===== config.mk =====
export PLATFORM = sky130hd
export DESIGN_NAME = host_port_splitter_core
export DESIGN_NICKNAME = d
export VERILOG_FILES = /design/src/rtl/hps_pkg.sv /design/src/rtl/hps_scan.sv /design/src/rtl/host_port_splitter_core.sv
export SDC_FILE = /design/constraint.sdc
export NUM_CORES = 1
export LEC_CHECK = 0
export BUFFER_PORTS_ARGS = -buffer_cell sky130_fd_sc_hd__buf_2
export CORE_UTILIZATION = 30
export CTS_BUF_LIST = sky130_fd_sc_hd__clkbuf_2 sky130_fd_sc_hd__clkbuf_4 sky130_fd_sc_hd__clkbuf_8
export CTS_CLUSTER_SIZE = 8
export DETAILED_ROUTE_END_ITERATION = 6
export PLACE_DENSITY_LB_ADDON = 0.12
export SETUP_SLACK_MARGIN = 0.1
export SYNTH_ARGS = -nofsm -noshare
export SYNTH_HDL_FRONTEND = slang
export SYNTH_HIERARCHICAL = 1
export SYNTH_SLANG_ARGS = --single-unit

===== constraint.sdc =====
create_clock -name aclk -period 10.5 [get_ports aclk]
set_clock_uncertainty 0.2 [all_clocks]
set_input_delay 0.525 -clock aclk [delete_from_list [all_inputs] [get_ports aclk]]
set_output_delay 0.525 -clock aclk [all_outputs]
set_load 0.005 [all_outputs]

===== src/rtl/hps_pkg.sv =====
// ----------------------------------------------------------------------------
// hps_pkg: shared types and constants for the host/port splitter
// Result layout, width of the result fields, the default length limit and the parser characters.
// ----------------------------------------------------------------------------
package hps_pkg;

    // Width of the length and offset fields of a result.
    localparam int unsigned FIELD_W = 11;

    // Default limit on the number of bytes in one string.
    localparam int unsigned DEF_MAX_LEN = 1024;

    // Characters the parser reacts to.
    localparam logic [7:0] CH_OPEN  = 8'h5B;  // '['
    localparam logic [7:0] CH_CLOSE = 8'h5D;  // ']'
    localparam logic [7:0] CH_COLON = 8'h3A;  // ':'
    localparam logic [7:0] CH_UNDER = 8'h5F;  // '_'

    // One result beat.
    typedef struct packed {
        logic               host_present;
        logic               host_offset;
        logic [FIELD_W-1:0] host_len;
        logic               port_present;
        logic [FIELD_W-1:0] port_offset;
        logic [FIELD_W-1:0] port_size;
        logic               too_long;
    } result_t;

endpackage


===== src/rtl/hps_scan.sv =====
// ----------------------------------------------------------------------------
// hps_scan: per-byte scanner of the host/port splitter
// Tracks the parse state of the current string and forms the result
// combinationally on the beat that closes the string.
// ----------------------------------------------------------------------------
module hps_scan #(
    parameter int unsigned MAX_LEN = hps_pkg::DEF_MAX_LEN
) (
    input  logic             aclk,
    input  logic             aresetn,
    input  logic             accept,
    input  logic [7:0]       char_byte,
    input  logic             last,
    input  logic             empty_req,
    output logic             res_valid,
    output hps_pkg::result_t res
);

    localparam int unsigned PW = $clog2(MAX_LEN + 1);
    localparam int unsigned FW = hps_pkg::FIELD_W;
    localparam logic [PW-1:0] MAX_POS = PW'(MAX_LEN);

    typedef enum logic [5:0] {
        PH_START = 6'b000001,
        PH_PLAIN = 6'b000010,
        PH_SEEK  = 6'b000100,
        PH_AFTER = 6'b001000,
        PH_PORT  = 6'b010000,
        PH_FAIL  = 6'b100000
    } phase_t;

    phase_t        phase_reg, phase_next;
    logic [PW-1:0] pos_reg, pos_next;
    logic [PW-1:0] colon_pos_reg, colon_pos_next;
    logic          colon_seen_reg, colon_seen_next;
    logic          tail_ok_reg, tail_ok_next;
    logic [PW-1:0] close_pos_reg, close_pos_next;
    logic          ovf_reg, ovf_next;

    logic          port_sym;
    logic          is_colon;
    logic [PW:0]   len_w;
    logic [PW:0]   colon_p1;
    logic [PW:0]   close_p2;
    logic          plain_port;
    logic          brk_ok;
    logic [PW:0]   host_len_w;
    logic [PW:0]   port_off_w;
    logic [PW:0]   port_size_w;
    hps_pkg::result_t res_c;

    function automatic logic [FW-1:0] to_field(input logic [PW:0] v);
        logic [PW+FW:0] ext;
        ext = {{FW{1'b0}}, v};
        return ext[FW-1:0];
    endfunction

    assign is_colon = (char_byte == hps_pkg::CH_COLON);
    assign port_sym = (char_byte == hps_pkg::CH_UNDER)
                   || (char_byte >= 8'h30 && char_byte <= 8'h39)
                   || (char_byte >= 8'h41 && char_byte <= 8'h5A)
                   || (char_byte >= 8'h61 && char_byte <= 8'h7A);

    // State update for one byte, before the end-of-string handling.
    always_comb begin
        phase_next      = phase_reg;
        pos_next        = pos_reg;
        colon_pos_next  = colon_pos_reg;
        colon_seen_next = colon_seen_reg;
        tail_ok_next    = tail_ok_reg;
        close_pos_next  = close_pos_reg;
        ovf_next        = ovf_reg;
        if (pos_reg >= MAX_POS) begin
            ovf_next = 1'b1;
        end else begin
            pos_next = pos_reg + PW'(1);
            unique case (phase_reg)
                PH_START: begin
                    if (char_byte == hps_pkg::CH_OPEN) begin
                        phase_next = PH_SEEK;
                    end else begin
                        phase_next = PH_PLAIN;
                        if (is_colon) begin
                            colon_seen_next = 1'b1;
                            colon_pos_next  = pos_reg;
                            tail_ok_next    = 1'b1;
                        end
                    end
                end
                PH_PLAIN: begin
                    if (is_colon) begin
                        colon_seen_next = 1'b1;
                        colon_pos_next  = pos_reg;
                        tail_ok_next    = 1'b1;
                    end else if (colon_seen_reg && !port_sym) begin
                        tail_ok_next = 1'b0;
                    end
                end
                PH_SEEK: begin
                    if (char_byte == hps_pkg::CH_CLOSE) begin
                        close_pos_next = pos_reg;
                        phase_next     = PH_AFTER;
                    end
                end
                PH_AFTER: begin
                    if (is_colon) begin
                        phase_next   = PH_PORT;
                        tail_ok_next = 1'b1;
                    end else begin
                        phase_next = PH_FAIL;
                    end
                end
                PH_PORT: begin
                    if (!port_sym) begin
                        tail_ok_next = 1'b0;
                    end
                end
                PH_FAIL: begin
                end
                default: begin
                end
            endcase
        end
    end

    // Result for a string that ends with this byte.
    assign len_w    = {1'b0, pos_next};
    assign colon_p1 = {1'b0, colon_pos_next} + (PW+1)'(1);
    assign close_p2 = {1'b0, close_pos_next} + (PW+1)'(2);

    assign plain_port = colon_seen_next && tail_ok_next && (len_w > colon_p1);
    assign brk_ok     = (phase_next == PH_AFTER)
                     || (tail_ok_next && (len_w > close_p2));

    always_comb begin
        res_c       = '0;
        host_len_w  = '0;
        port_off_w  = '0;
        port_size_w = '0;
        if (ovf_next) begin
            res_c.too_long = 1'b1;
        end else if (phase_next == PH_PLAIN) begin
            if (plain_port) begin
                res_c.host_present = (colon_pos_next != '0);
                host_len_w         = res_c.host_present ? {1'b0, colon_pos_next} : '0;
                res_c.port_present = 1'b1;
                port_off_w         = colon_p1;
                port_size_w        = len_w - colon_p1;
            end else begin
                res_c.host_present = 1'b1;
                host_len_w         = len_w;
            end
        end else if (phase_next == PH_AFTER || phase_next == PH_PORT) begin
            if (phase_next == PH_PORT && brk_ok) begin
                res_c.port_present = 1'b1;
                port_off_w         = close_p2;
                port_size_w        = len_w - close_p2;
            end
            if (brk_ok && close_pos_next > PW'(1)) begin
                res_c.host_present = 1'b1;
                res_c.host_offset  = 1'b1;
                host_len_w         = {1'b0, close_pos_next} - (PW+1)'(1);
            end
        end
        res_c.host_len    = to_field(host_len_w);
        res_c.port_offset = to_field(port_off_w);
        res_c.port_size   = to_field(port_size_w);
        // An empty string reports nothing at all.
        if (empty_req) begin
            res_c = '0;
        end
    end

    assign res_valid = accept && (last || empty_req);
    assign res       = res_c;

    always_ff @(posedge aclk) begin
        if (!aresetn || res_valid) begin
            phase_reg      <= PH_START;
            pos_reg        <= '0;
            colon_pos_reg  <= '0;
            colon_seen_reg <= 1'b0;
            tail_ok_reg    <= 1'b1;
            close_pos_reg  <= '0;
            ovf_reg        <= 1'b0;
        end else if (accept) begin
            phase_reg      <= phase_next;
            pos_reg        <= pos_next;
            colon_pos_reg  <= colon_pos_next;
            colon_seen_reg <= colon_seen_next;
            tail_ok_reg    <= tail_ok_next;
            close_pos_reg  <= close_pos_next;
            ovf_reg        <= ovf_next;
        end
    end

endmodule


===== src/rtl/host_port_splitter_core.sv =====
// ----------------------------------------------------------------------------
// host_port_splitter_core: splits an address string into host and port
// Bytes stream in one per beat; the closing beat yields one result beat.
// ----------------------------------------------------------------------------
//
//  Channel  Ports         Direction  Beat carries
//  input    s_*           in         one string byte, last mark, empty mark
//  result   m_*           out        host/port offsets, lengths, too_long
//
//  One input beat is taken every cycle while s_ready is high; the result of
//  a closing beat is registered in the result register, or skid while held.
//  A two-entry output buffer (result register plus skid register) lets input
//  continue while a result waits; s_ready drops only when both are full.
//  Synchronous active-low reset returns the scanner to the start of a string.
//
module host_port_splitter_core #(
    parameter int unsigned MAX_LEN = hps_pkg::DEF_MAX_LEN
) (
    input  logic                        aclk,
    input  logic                        aresetn,
    input  logic                        s_valid,
    output logic                        s_ready,
    input  logic [7:0]                  s_char_byte,
    input  logic                        s_last,
    input  logic                        s_empty_req,
    output logic                        m_valid,
    input  logic                        m_ready,
    output logic                        m_host_present,
    output logic                        m_host_offset,
    output logic [hps_pkg::FIELD_W-1:0] m_host_len,
    output logic                        m_port_present,
    output logic [hps_pkg::FIELD_W-1:0] m_port_offset,
    output logic [hps_pkg::FIELD_W-1:0] m_port_size,
    output logic                        m_too_long
);

    logic             accept;
    logic             res_valid;
    hps_pkg::result_t res;
    hps_pkg::result_t out_reg;
    hps_pkg::result_t skid_reg;
    logic             out_valid_reg;
    logic             skid_valid_reg;

    assign s_ready = !skid_valid_reg;
    assign accept  = s_valid && s_ready;

    hps_scan #(
        .MAX_LEN (MAX_LEN)
    ) u_scan (
        .aclk      (aclk),
        .aresetn   (aresetn),
        .accept    (accept),
        .char_byte (s_char_byte),
        .last      (s_last),
        .empty_req (s_empty_req),
        .res_valid (res_valid),
        .res       (res)
    );

    always_ff @(posedge aclk) begin
        if (!aresetn) begin
            out_valid_reg  <= 1'b0;
            skid_valid_reg <= 1'b0;
        end else if (!out_valid_reg || m_ready) begin
            if (skid_valid_reg) begin
                out_reg        <= skid_reg;
                out_valid_reg  <= 1'b1;
                skid_valid_reg <= 1'b0;
            end else begin
                out_valid_reg <= res_valid;
                if (res_valid) begin
                    out_reg <= res;
                end
            end
        end else if (res_valid) begin
            // Result register is held by the consumer; park the new beat.
            skid_reg       <= res;
            skid_valid_reg <= 1'b1;
        end
    end

    assign m_valid        = out_valid_reg;
    assign m_host_present = out_reg.host_present;
    assign m_host_offset  = out_reg.host_offset;
    assign m_host_len     = out_reg.host_len;
    assign m_port_present = out_reg.port_present;
    assign m_port_offset  = out_reg.port_offset;
    assign m_port_size    = out_reg.port_size;
    assign m_too_long     = out_reg.too_long;

endmodule


* After elaboration in Yosys (flattened, before gate mapping) *
Index checks and enable logic that the tools add are counted.

word-level totals
  bits in registers = 118
  input port bits = 14
  output and inout bits = 39

operators by class
  add/subtract/negate cells = 6
  $lt $le $gt $ge = 10
  eq/ne operators = 12
  mux-type cells = 57
  bitwise logic cells = 2
  reduce and logical (&&, ||, !) cells = 28

operators with widths
  kind                   count
  $mux 11                23
  $mux 37                3
  $eq 8x7->1 const B     3
  $gt 11x12->1           2
  $pmux 11 s2            1
  $sub 11x11->11         2
  $mux 1                 20
  $mux 6                 3
  $pmux 6 s3             1
  $ge 8x7->1 const B     2
  $le 8x7->1 const B     2
  $add 11x1->12 const B  1
  $add 11x2->12 const B  1
  $eq 6x2->1 const B     2
  $eq 6x4->1 const B     2
  $eq 6x5->1 const B     2
  $add 11x1->11 const B  1
  $ge 11x11->1 const B   1
  $gt 11x1->1 const B    1
  $logic_and 1x1->1      11
  $reduce_bool 11->1     1
  $sub 11x1->11 const B  1
  $eq 8x6->1 const B     1
  $ge 8x6->1 const B     1
  13 further kinds       27

* Longest topological paths before layout *
  depth in word-level cells = 21
  gate-level depth with buffers = 26
  mapped depth without buffers = 22

* By module *
The synthesis kept the hierarchy.

modules (own cells, without submodules)
  module                   times used  cells an instance  area each (sq um)
  hps_scan                 1           736                5262.5
  host_port_splitter_core  1           125                2771.4

* Least setup slack after synthesis *
No wires, ideal clock.

  path type = input to register
  start point = in s_char_byte[7]
  end point = reg out_reg (netlist bit m_host_len[2]), data pin
  setup time = 0.260 ns
  data arrival time = 5.297 ns
  data required time = 10.040 ns
  path slack = 4.743 ns
  stages = 24
  path buffers = 3
  cells stage by stage = nand4bb_4 or4b_2 a21o_1 nand2_1 buf_2 buf_1 a21oi_1 inv_1 ha_1 nand3_1 xor2_1 nand2_1 o21ai_0 ha_1 nor2_1 o31a_1 o21ai_0 a211oi_1 a211oi_1 and2_1 buf_2 nand2_1 a32o_1 mux2_2

RTL lines
  item                  RTL line                       RTL
  start, declared       host_port_splitter_core.sv:23  input logic [7:0] s_char_byte,
  end signal, assigned  host_port_splitter_core.sv:67  out_reg <= skid_reg;
  end signal, assigned  host_port_splitter_core.sv:73  out_reg <= res;
  end, declared         host_port_splitter_core.sv:40  hps_pkg::result_t out_reg;

==> flow_summary.toml <==
[run_status]
status = "finished with violations"
violations = "DRC"

[global_routing]
track_usage_pct = 19.0
first_global_vias = 6618
grt_pass1_wl_um = 40100
grt_overflow = 0
grt_max_degree = 41
antenna_found_initial = 0

[logic_synthesis]
yosys_warnings = 6
asyncSetResetFlopFracSynth_pct = 0
synth.distinct_cells = 79
syn_inst = 861
yosysSeqAreaShare_pct = 38.6
synth_seq_cells = 118
syn_avg_cell_area_sq_um = 9.33
synth_ff_type = "edfxtp_1"
synth_edf_count = 74
synth_nets = 908
syn_area_sq_um = 8030

[hold_path]
hold_start = "aresetn"
hp-class = "in -> reg"
hold-path-endpoint = "m_valid$_SDFFE_PN0P_"
min_path_cells = 2

[finish]
nets = 941
num_antenna_cells = 0
final_layout_size_suffix_gt1_share_pct = 18.4
largest_reg_flops = 37
final_common_cell = "nand2_1"
final_cell_mix = "96 x nand2_1, 78 x nor2_1, 74 x edfxtp_1, 54 x a21oi_1, 52 x buf_2"
stdcell_area_sq_um = 8970
syn_to_final_growth_pct = 11.6

[placement]
dp_hpwl_um = 18800
gp_congestion = 0.876
placed_cell_area_sq_um = 8560
port_buffers = 52

[worst_setup_path]
crit_required_ns = 10.51
r2r_cells = 20
r2r_setup_slack_ns = 3.31
cp-end-kind = "flip-flop"
crit_fanout = 20
worstPathArrival_ns = 7.19
r2r_start = "u_scan/phase_reg[0]$_SDFFE_PP1P_"
start_kind = "flip-flop"
rr_endpoint = "m_host_len[7]$_DFFE_PP_"
worstSetupPathType = "reg -> reg"

[run]
drv_cap = 0

[clock_network]
cts_tree = "yes"
cts-root-buf = "clkbuf_8"
postCtsSetupBuffers = 0
cts.sinks = 118
clkTransAtPathRegs_ns = 0.09
cts_made_buffers = 17
htreeDepth = 4
cts_max_path_buffers = 2
insertion_delay_ns = 0.46

[sta]
period_needed_ns = 7.19
worst_hold_slack_ns = 0.133
max_freq_mhz = 139
slew-limit-headroom_pct = 26.7
drv_slew = 0
period_share_pct = 68.4
rsz0062_at_grt = "false"
fin_setup_tns_ns = 0
worst_slew_pin_slew_ns = 1.10
hold_violations = 0
finalSetupViolCount = 0

[route]
wire_per_inst_um = 20.6
vias = 6639
drc = 14
first_iter_violations = 587
dr.pass1.iters = 7
drt_wl_total_um = 25600
vias_per_cell = 5.35
drtAntennaViolNets = 0

[floorplanning]
pin_count = 53
rows = 59
fp.dieH_um = 166
die_w_um = 166
core_sq_um = 26100
fp.dieArea_sq_um = 27400
start_util_pct = 30.7

[power]
power_leakage_nw = 3.35
p_per_area_nw_per_um2 = 120
total_power_w = 0.00108
ir_drop_uv = 70.2
[worst max-delay path: stages, from the launching register on]
cell      delay [ns]
dfxtp_1         0.41
or3_1           0.46
nor4b_2         0.61
a21o_1          0.22
nand2_1         0.42
a21oi_1         0.68
inv_1           0.10
ha_1            0.30
nand3_1         0.13
xnor2_1         0.08
o21ai_0         0.44
ha_1            0.31
a211oi_1        0.07
o31a_1          0.28
o21ai_0         0.17
a211oi_1        0.18
a211oi_1        0.43
and2_1          0.53
mux2_2          0.43
a21o_1          0.21
mux2_2          0.26
[per-layer routing]
metal / GRT usage, % / routed length [um] / vias up
met5: 0 / 0 / -
met4: 8.45 / 822 / 0
met3: 3.68 / 1210 / 40
met2: 29.3 / 11400 / 172
met1: 25.9 / 12100 / 3201
li1: - / - / 3226
[how the worst max path moves through the flow]
stage / slack (ns) / startpoint / cells past startpoint / to
final: 3.31 / u_scan/phase_reg[0]$_SDFFE_PP1P_ / 20 / m_host_len[7]$_DFFE_PP_
after global routing: 2.81 / u_scan/phase_reg[0]$_SDFFE_PP1P_ / 20 / m_port_size[5]$_DFFE_PP_
after CTS: 3.31 / u_scan/phase_reg[0]$_SDFFE_PP1P_ / 20 / m_port_size[9]$_DFFE_PP_
after detailed placement: 3.03 / s_char_byte[7] / 22 / m_host_len[7]$_DFFE_PP_
after global placement: 3.12 / s_char_byte[7] / 22 / m_host_len[7]$_DFFE_PP_
after floorplan: 4.74 / s_char_byte[7] / 24 / m_host_len[2]$_DFFE_PP_
[report_power, final]
part | internal, W | leakage, nW | switching, W
Combinational | 0.0000506 | 2.06 | 0.0000853
Clock | 0.000217 | 0.204 | 0.000221
Sequential | 0.000498 | 1.09 | 0.00000647
[final cells by class]
class | count | area [sq um]
multi-input combinational | 670 | 4620
tap | 335 | 419
timing repair buffer | 60 | 323
fill | 2767 | 17200
inverter | 27 | 101
clock buffer | 17 | 234
clock inverter | 15 | 168
sequential | 118 | 3100
[cell usage after synthesis, drive strengths merged (24+ instances only)]
cell type   n  share of area (%)
nor2       80                3.8
nand2      98                4.6
o21ai      24                1.5
clkbuf     30                1.4
inv        27                1.3
mux2       45                6.3
nand3      33                2.1
ha         31                4.8
a21oi      55                3.6
xnor2      41                4.5
dfxtp      44                 11
nor3       27                1.7
xor2       27                2.9
edfxtp     74                 28
[metrics by stage]
stage	utilization [%]	cells	setup WS (ns)
2_1_floorplan	-	861	4.74
3_3_place_gp	32.7	1209	3.12
3_5_place_dp	32.7	1209	3.03
4_1_cts	34.3	1242	3.31
5_1_grt	34.3	1242	2.81
6_report	34.3	1242	3.31
[repair_timing]
action                    CTS  global route
hold endpoints to repair    1             0
hold buffers                1             0
resized for setup           0             0
[logic make-up (layout without fill, tap and decap cells)]
logic type	Yosys count	after routing	share of synthesized area (%)
AOI/OAI and AO/OA	171	171	14.8
xor gates and xnor gates	68	68	7.41
adders and majority gates	33	33	5.33
buffers and inverters	73	119	4.06
DFF	118	118	38.6
muxes	63	63	8.55
and+or+nand+nor	335	335	21.2
Note: power is estimated with default switching activity, not from simulation.
